**config.mk**
```make
export PLATFORM = sky130hd
export DESIGN_NAME = matrix_multiply
export DESIGN_NICKNAME = d
export VERILOG_FILES = /design/src/rtl/core/mm_pkg.sv /design/src/rtl/core/mm_ram.sv /design/src/rtl/core/matrix_multiply.sv
export SDC_FILE = /design/constraint.sdc
export NUM_CORES = 2
export LEC_CHECK = 0
export BUFFER_PORTS_ARGS = -buffer_cell sky130_fd_sc_hd__buf_2
export CAP_MARGIN = 20
export CORE_ASPECT_RATIO = 1.1
export CORE_MARGIN = 1
export CORE_UTILIZATION = 55
export CTS_BUF_LIST = sky130_fd_sc_hd__clkbuf_4 sky130_fd_sc_hd__clkbuf_8
export DETAILED_ROUTE_END_ITERATION = 8
export GPL_ROUTABILITY_DRIVEN = 0
export PLACE_DENSITY = 0.78
export SYNTH_ARGS = -nofsm -noshare
export SYNTH_HDL_FRONTEND = slang
export SYNTH_SLANG_ARGS = --single-unit
```
**constraint.sdc**
```tcl
create_clock -name i_clk -period 6.3 [get_ports i_clk]
set_clock_uncertainty 0.05 [all_clocks]
set_input_delay 1.89 -clock i_clk [delete_from_list [all_inputs] [get_ports i_clk]]
set_output_delay 1.89 -clock i_clk [all_outputs]
set_load 0.005 [all_outputs]
```
**src/rtl/core/mm_pkg.sv**
```systemverilog
// Shared constants for the matrix multiply block: dimensions, widths,
// function codes and configuration register indexes. No dependencies.
`default_nettype none

package mm_pkg;

    localparam int MAX_DIM   = 8;
    localparam int IDX_W     = $clog2(MAX_DIM);
    localparam int ADDR_W    = 2 * IDX_W;
    localparam int DEPTH     = MAX_DIM * MAX_DIM;
    localparam int DIM_W     = 4;
    localparam int ELEM_W    = 16;
    localparam int PROD_W    = 2 * ELEM_W;
    localparam int ACC_W     = 35;
    localparam int FUNC_W    = 2;
    localparam int CFG_IDX_W = 2;
    localparam int CFG_W     = DIM_W;

    localparam logic [FUNC_W-1:0] FUNC_WR_A    = 2'd0;
    localparam logic [FUNC_W-1:0] FUNC_WR_B    = 2'd1;
    localparam logic [FUNC_W-1:0] FUNC_COMPUTE = 2'd2;

    localparam logic [CFG_IDX_W-1:0] CFG_ROWS_A    = 2'd0;
    localparam logic [CFG_IDX_W-1:0] CFG_INNER_DIM = 2'd1;
    localparam logic [CFG_IDX_W-1:0] CFG_COLS_B    = 2'd2;

    localparam logic [DIM_W-1:0] DIM_MAX = DIM_W'(MAX_DIM);

    typedef logic [ELEM_W-1:0] t_elem;
    typedef logic [ADDR_W-1:0] t_addr;

endpackage

`default_nettype wire

```
**src/rtl/core/mm_ram.sv**
```systemverilog
// Generic simple dual-port RAM: one write port, one read port with
// registered read data. No dependencies.
`default_nettype none

module mm_ram #(
    parameter int WIDTH = 16,
    parameter int DEPTH = 64
) (
    input  wire logic                     i_clk,
    input  wire logic                     i_we,
    input  wire logic [$clog2(DEPTH)-1:0] i_waddr,
    input  wire logic [WIDTH-1:0]         i_wdata,
    input  wire logic [$clog2(DEPTH)-1:0] i_raddr,
    output logic      [WIDTH-1:0]         o_rdata
);

    logic [WIDTH-1:0] r_mem [DEPTH];

    always_ff @(posedge i_clk) begin
        if (i_we) begin
            r_mem[i_waddr] <= i_wdata;
        end
        o_rdata <= r_mem[i_raddr];
    end

endmodule

`default_nettype wire

```
**src/rtl/core/matrix_multiply.sv**
```systemverilog
// Top level of the matrix multiply block: element stores, MAC sequencer,
// output register and configuration registers. Depends on mm_pkg, mm_ram.
//
//  channel   valid     stall     payload
//  -------   -------   -------   --------------------------------------------
//  input     i_valid   o_stall   i_func, i_row_index, i_col_index, i_element
//  output    o_valid   i_stall   o_out_row, o_out_col, o_product_value, o_last
//  config    i_cfg_we  (none)    i_cfg_index, i_cfg_data
//
// A write item goes straight into its element store.
// A compute item yields rows_a * cols_b results and can be held by output
// stalls: each result runs inner_dim reads of both stores through one
// registered multiplier and accumulator, then drains the pipeline.
// Synchronous active-low reset; the stores are not cleared.
// o_stall is high for the whole compute item.
`default_nettype none

module matrix_multiply
    import mm_pkg::*;
(
    input  wire logic                    i_clk,
    input  wire logic                    i_rst_n,
    input  wire logic                    i_valid,
    output logic                         o_stall,
    input  wire logic [FUNC_W-1:0]       i_func,
    input  wire logic [2:0]              i_row_index,
    input  wire logic [2:0]              i_col_index,
    input  wire logic signed [ELEM_W-1:0] i_element,
    output logic                         o_valid,
    input  wire logic                    i_stall,
    output logic [2:0]                   o_out_row,
    output logic [2:0]                   o_out_col,
    output logic signed [ACC_W-1:0]      o_product_value,
    output logic                         o_last,
    input  wire logic                    i_cfg_we,
    input  wire logic [CFG_IDX_W-1:0]    i_cfg_index,
    input  wire logic [CFG_W-1:0]        i_cfg_data
);

    localparam logic [1:0] S_IDLE  = 2'd0;
    localparam logic [1:0] S_ISSUE = 2'd1;
    localparam logic [1:0] S_WAIT  = 2'd2;

    function automatic logic [DIM_W-1:0] clamp_dim(input logic [CFG_W-1:0] v);
        logic [DIM_W-1:0] d;
        d = v[DIM_W-1:0];
        if (d == '0) begin
            return DIM_W'(1);
        end else if (d > DIM_MAX) begin
            return DIM_MAX;
        end
        return d;
    endfunction

    logic [1:0]       r_state;
    logic [DIM_W-1:0] r_rows_a, r_inner, r_cols_b;
    logic [IDX_W-1:0] r_row, r_col, r_k;

    logic             r_p1, r_p1_first, r_p1_last;
    logic             r_p2, r_p2_first, r_p2_last;
    logic signed [PROD_W-1:0] r_prod;
    logic signed [ACC_W-1:0]  r_acc;
    logic             r_done;

    logic             in_acc;
    logic             wr_ok;
    logic             a_we, b_we;
    t_addr            waddr, a_raddr, b_raddr;
    t_elem            a_rdata, b_rdata;
    logic             k_last, col_last, row_last;
    logic             load_out;

    assign o_stall = (r_state != S_IDLE);
    assign in_acc  = i_valid && !o_stall;
    assign wr_ok   = ({1'b0, i_row_index} < (IDX_W + 1)'(MAX_DIM)) &&
                     ({1'b0, i_col_index} < (IDX_W + 1)'(MAX_DIM));
    assign a_we    = in_acc && (i_func == FUNC_WR_A) && wr_ok;
    assign b_we    = in_acc && (i_func == FUNC_WR_B) && wr_ok;
    assign waddr   = {i_row_index[IDX_W-1:0], i_col_index[IDX_W-1:0]};
    assign a_raddr = {r_row, r_k};
    assign b_raddr = {r_k, r_col};

    assign k_last   = ({1'b0, r_k}   == (r_inner  - DIM_W'(1)));
    assign col_last = ({1'b0, r_col} == (r_cols_b - DIM_W'(1)));
    assign row_last = ({1'b0, r_row} == (r_rows_a - DIM_W'(1)));
    assign load_out = (r_state == S_WAIT) && r_done && (!o_valid || !i_stall);

    mm_ram #(.WIDTH(ELEM_W), .DEPTH(DEPTH)) u_a_ram (
        .i_clk   (i_clk),
        .i_we    (a_we),
        .i_waddr (waddr),
        .i_wdata (i_element),
        .i_raddr (a_raddr),
        .o_rdata (a_rdata)
    );

    mm_ram #(.WIDTH(ELEM_W), .DEPTH(DEPTH)) u_b_ram (
        .i_clk   (i_clk),
        .i_we    (b_we),
        .i_waddr (waddr),
        .i_wdata (i_element),
        .i_raddr (b_raddr),
        .o_rdata (b_rdata)
    );

    // configuration, saturated on write
    always_ff @(posedge i_clk) begin
        if (!i_rst_n) begin
            r_rows_a <= DIM_MAX;
            r_inner  <= DIM_MAX;
            r_cols_b <= DIM_MAX;
        end else if (i_cfg_we) begin
            unique case (i_cfg_index)
                CFG_ROWS_A:    r_rows_a <= clamp_dim(i_cfg_data);
                CFG_INNER_DIM: r_inner  <= clamp_dim(i_cfg_data);
                CFG_COLS_B:    r_cols_b <= clamp_dim(i_cfg_data);
                default: ;
            endcase
        end
    end

    // sequencer
    always_ff @(posedge i_clk) begin
        if (!i_rst_n) begin
            r_state <= S_IDLE;
            r_row   <= '0;
            r_col   <= '0;
            r_k     <= '0;
        end else begin
            unique case (r_state)
                S_IDLE: begin
                    if (in_acc && (i_func == FUNC_COMPUTE)) begin
                        r_row   <= '0;
                        r_col   <= '0;
                        r_k     <= '0;
                        r_state <= S_ISSUE;
                    end
                end
                S_ISSUE: begin
                    if (k_last) begin
                        r_k     <= '0;
                        r_state <= S_WAIT;
                    end else begin
                        r_k <= r_k + IDX_W'(1);
                    end
                end
                S_WAIT: begin
                    if (load_out) begin
                        if (col_last) begin
                            r_col <= '0;
                            if (row_last) begin
                                r_state <= S_IDLE;
                            end else begin
                                r_row   <= r_row + IDX_W'(1);
                                r_state <= S_ISSUE;
                            end
                        end else begin
                            r_col   <= r_col + IDX_W'(1);
                            r_state <= S_ISSUE;
                        end
                    end
                end
                default: r_state <= S_IDLE;
            endcase
        end
    end

    // read, multiply, accumulate
    always_ff @(posedge i_clk) begin
        if (!i_rst_n) begin
            r_p1   <= 1'b0;
            r_p2   <= 1'b0;
            r_done <= 1'b0;
        end else begin
            r_p1 <= (r_state == S_ISSUE);
            r_p2 <= r_p1;
            if (r_p2 && r_p2_last) begin
                r_done <= 1'b1;
            end else if (load_out) begin
                r_done <= 1'b0;
            end
        end
    end

    always_ff @(posedge i_clk) begin
        r_p1_first <= (r_k == '0);
        r_p1_last  <= k_last;
        r_p2_first <= r_p1_first;
        r_p2_last  <= r_p1_last;
        r_prod     <= $signed(a_rdata) * $signed(b_rdata);
        if (r_p2) begin
            r_acc <= (r_p2_first ? ACC_W'(0) : r_acc) +
                     {{(ACC_W - PROD_W){r_prod[PROD_W-1]}}, r_prod};
        end
    end

    // output register
    always_ff @(posedge i_clk) begin
        if (!i_rst_n) begin
            o_valid <= 1'b0;
        end else if (load_out) begin
            o_valid <= 1'b1;
        end else if (!i_stall) begin
            o_valid <= 1'b0;
        end
    end

    always_ff @(posedge i_clk) begin
        if (load_out) begin
            o_out_row       <= 3'(r_row);
            o_out_col       <= 3'(r_col);
            o_product_value <= r_acc;
            o_last          <= col_last && row_last;
        end
    end

    a_pipe_in_compute: assert property (@(posedge i_clk) disable iff (!i_rst_n)
        (r_p1 || r_p2) |-> (r_state != S_IDLE))
        else $error("MAC pipeline active outside a compute item");

    a_done_in_wait: assert property (@(posedge i_clk) disable iff (!i_rst_n)
        r_done |-> (r_state == S_WAIT))
        else $error("finished sum outside the wait state");

    a_last_ends: assert property (@(posedge i_clk) disable iff (!i_rst_n)
        (load_out && col_last && row_last) |=> (r_state == S_IDLE && o_last))
        else $error("final result did not end the compute item");

    a_no_write_busy: assert property (@(posedge i_clk) disable iff (!i_rst_n)
        (a_we || b_we) |-> (r_state == S_IDLE))
        else $error("store written during a compute item");

endmodule

`default_nettype wire

```
==> impl_metrics.py <==
metrics = {
    "sta": {
        "post-route-period-util_pct": 96.8,
        "hold_viol": 0,
        "worstMarginPinSlew_ns": 1.17,
        "rsz0062_at_grt": "false",
        "max_slew_margin_pct": 22.0,
        "drv_slew": 0,
        "setup_viol": 0,
        "layout_min_cycle_time_ns": 6.10,
        "clock.fmax_mhz": 164,
        "finalSetupTns_ns": 0,
    },
    "floorplanning": {
        "start_util_pct": 55.5,
        "core_um2": 171000,
        "die-width_um": 398,
        "die_h_um": 438,
        "die-area_um2": 174000,
        "ios": 79,
        "fp-row-count": 159,
    },
    "critical_path": {
        "critPathMostFrequentCell": "fa_1",
        "r2r_cells": 19,
        "cp_top_family": "adder cells",
        "cp.required_ns": 7.15,
        "start_kind": "flip-flop",
        "path_class": "flip-flop to flip-flop",
        "cp_cell_sequence": "buf_4 > nand2_1 > fa_1 > inv_1 > fa_1 > fa_1 > fa_1 > fa_1 > inv_1 > fa_1 > inv_1 > ha_1 > a21o_1 > a21oi_1 > o21ai_0 > a31o_2 > a221o_1 > a311o_1 > o211a_1",
        "critPathMaxStageDelay_ns": 0.58,
        "slowest_stage": "fa_1",
        "cp.depth": 19,
        "timing.critical_path.buf_inv": 4,
        "end_kind": "flip-flop",
        "cp_max_fo": 9,
        "crit_arrival_ns": 6.94,
    },
    "clock_tree": {
        "clockRootBuffer": "clkbuf_8",
        "cts_tree": "built",
        "clk_latency_ns": 1.04,
        "clock_sink_count": 2220,
        "clockBufferDepth": 4,
        "clk_pin_slew_worst_paths_ns": 0.06,
        "cts_buffers": 349,
        "cts-htree-levels": 5,
    },
    "global_routing": {
        "grt_max_degree": 96,
        "globalRouteMet1Util_pct": 34.5,
        "overflow": 0,
        "grt_pass1_vias": 48767,
        "grt_pass1_wl_um": 316000,
        "grtUsageMet2_pct": 38.5,
        "grt_usage_pct": 25.0,
        "met3_usage_pct": 6.93,
        "busiest_layer": "met2",
        "antenna_found_initial": 20,
    },
    "logic_synthesis": {
        "ys_warn_count": 0,
        "syn_inst": 4729,
        "synth_seq_cells": 2220,
        "synth_edf_count": 2125,
        "seq_area_frac_synth_pct": 69.2,
        "synthArstFlopShare_pct": 0,
        "synth_cell_types": 67,
        "syn_area_um2": 94900,
        "synthesis.nets": 5150,
        "syn_area_per_cell_um2": 20.1,
        "synth_ff_type": "edfxtp_1",
    },
    "pwr": {
        "p_leak_nw": 35.1,
        "vdd_drop_max_mv": 0.811,
        "pwr_density_cell_nw_per_um2": 396,
    },
    "cells_and_area": {
        "drive_gt1_share_pct": 28.5,
        "nets": 5592,
        "design_area_um2": 106000,
        "syn_to_final_growth_pct": 11.5,
    },
    "drt": {
        "via_count": 47322,
        "drtIter0Drc": 5115,
        "wl_um": 214000,
        "drcViolationCount": 0,
        "wire_per_inst_um": 27.9,
        "ant_nets": 0,
        "drt_first_pass_iters": 7,
        "avgViaCountPerCell": 6.16,
    },
    "flow_run": {
        "cap_violations": 0,
    },
    "min_path": {
        "hold-path-cell-count": 0,
        "min_path_type": "flip-flop to flip-flop",
    },
    "place": {
        "io_buffers": 78,
        "place_area_um2": 99100,
        "dp.final_hpwl_um": 131000,
    },
    "run_status": {
        "outcome": "complete, no violations",
    },
}
-- state kept, by name (all words and copies together), names as in the netlist, 16 cells and up --
signal / count
u_a_ram.r_mem: 1024
r_prod: 32
r_acc: 35
o_product_value: 35
u_b_ram.o_rdata: 16
u_a_ram.o_rdata: 16
u_b_ram.r_mem: 1024
-- per-layer routing --
metal	vias to the layer above	wire length, um	share of wire (%)
met5	-	196	0.091
met3	459	22900	11
met1	24651	82100	38
li1	19538	-	-
met4	30	7230	3.4
met2	2644	102000	48
-- final timing paths --
path / from / to / slack, ns
worst max register to register: u_b_ram.o_rdata[10]$_DFF_P_ / r_prod[29]$_DFF_P_ / 0.20
worst min-delay path: r_p1_last$_DFF_P_ / r_p2_last$_DFF_P_ / 0.28
worst min register to register: r_p1_last$_DFF_P_ / r_p2_last$_DFF_P_ / 0.28
worst max-delay path: u_b_ram.o_rdata[10]$_DFF_P_ / r_prod[29]$_DFF_P_ / 0.20
-- cells in the mapped netlist (7+ instances only) --
cell / number / area, um2
and3_1: 10 / 62.6
a21oi_1: 50 / 250
clkbuf_1: 124 / 465
ha_1: 123 / 1540
nand3b_1: 7 / 52.6
xor2_1: 22 / 193
a31oi_1: 7 / 43.8
nand2_1: 161 / 604
dfxtp_1: 95 / 1900
o21a_1: 9 / 67.6
mux2i_1: 12 / 120
a211oi_1: 8 / 60.1
nor2_1: 187 / 702
nor3_1: 15 / 75.1
nor2b_1: 57 / 357
buf_1: 27 / 101
o21ai_0: 37 / 185
xnor2_1: 55 / 482
fa_1: 263 / 5270
and2_1: 131 / 820
edfxtp_1: 2125 / 63800
nand3_1: 13 / 65.1
mux4_2: 672 / 15100
buf_2: 52 / 260
nor4_1: 8 / 50.1
a21o_1: 31 / 233
inv_1: 329 / 1230
nand2b_1: 16 / 100
-- logic make-up after synthesis --
kind of cell	count (synthesis)	synth area share, %
flops	2220	69.2
buf+inv	537	2.21
mux	684	16.1
compound gates	198	1.40
fa+ha+maj	386	7.17
simple gates	627	3.21
xor+xnor	77	0.710
-- cell usage in the layout (no fill, tap or decap), types with 6 or more instances in the layout --
cell type,netlist,routed
mux4_2,672,672
a21o_1,31,31
nor3_1,15,15
a21oi_1,50,50
o21a_1,9,9
and3_1,10,10
fa_1,263,262
a211oi_1,8,8
a21boi_0,6,6
dfxtp_4,0,7
or3_1,6,6
nor4_1,8,8
nand2b_1,16,16
buf_4,1,221
o211ai_1,6,6
buf_12,0,12
edfxtp_1,2125,2125
nor2b_1,57,57
clkinv_2,0,39
nand3_1,13,13
clkinvlp_4,0,8
clkbuf_8,0,366
xnor2_1,55,55
o21ai_0,37,36
dfxtp_1,95,77
clkinv_1,1,70
clkbuf_4,0,113
and2_1,131,131
a31oi_1,7,7
nand3b_1,7,7
nor2_1,187,184
dfxtp_2,0,11
buf_2,52,62
nand2_1,161,161
mux2i_1,12,12
ha_1,123,123
inv_1,329,327
xor2_1,22,22
-- per-stage QoR --
stage / utilization (%) / power (mW) / worst slack (ns) / hold slack, ns / std cells
global placement: 57.9 / 29.9 / 0.229 / 0.261 / 7072
detailed placement: 57.9 / 30.4 / 0.144 / 0.264 / 7072
global route: 61.8 / 44.5 / 0.0152 / 0.292 / 7679
CTS: 61.8 / 41.9 / 0.0996 / 0.279 / 7676
floorplan: - / 27.4 / 0.386 / 0.260 / 4729
finish: 61.8 / 41.9 / 0.204 / 0.278 / 7681
-- what timing repair did --
action	in CTS	in global routing
setup buffers	0	0
endpoints found under the hold margin	0	0
hold buffers	0	0
gates resized for setup	0	15
endpoints found under the setup margin	0	4
-- report_power, final --
part	internal, mW	switching [mW]	leakage [nW]
Clock	6.23	5.38	3.50
Combinational	6.06	7.60	11.7
Sequential	16.6	0.106	19.9
Total	28.9	13.1	35.1
-- layout make-up --
class | count | area (um2)
sequential | 2220 | 65800
antenna | 3 | 7.51
timing repair buffer | 297 | 2260
multi-input combinational | 1972 | 27100
clock buffer | 479 | 5890
tap | 2254 | 2820
clock inverter | 125 | 702
fill | 11453 | 65300
inverter | 331 | 1240
No activity file was read; power rests on OpenSTA's default activity.
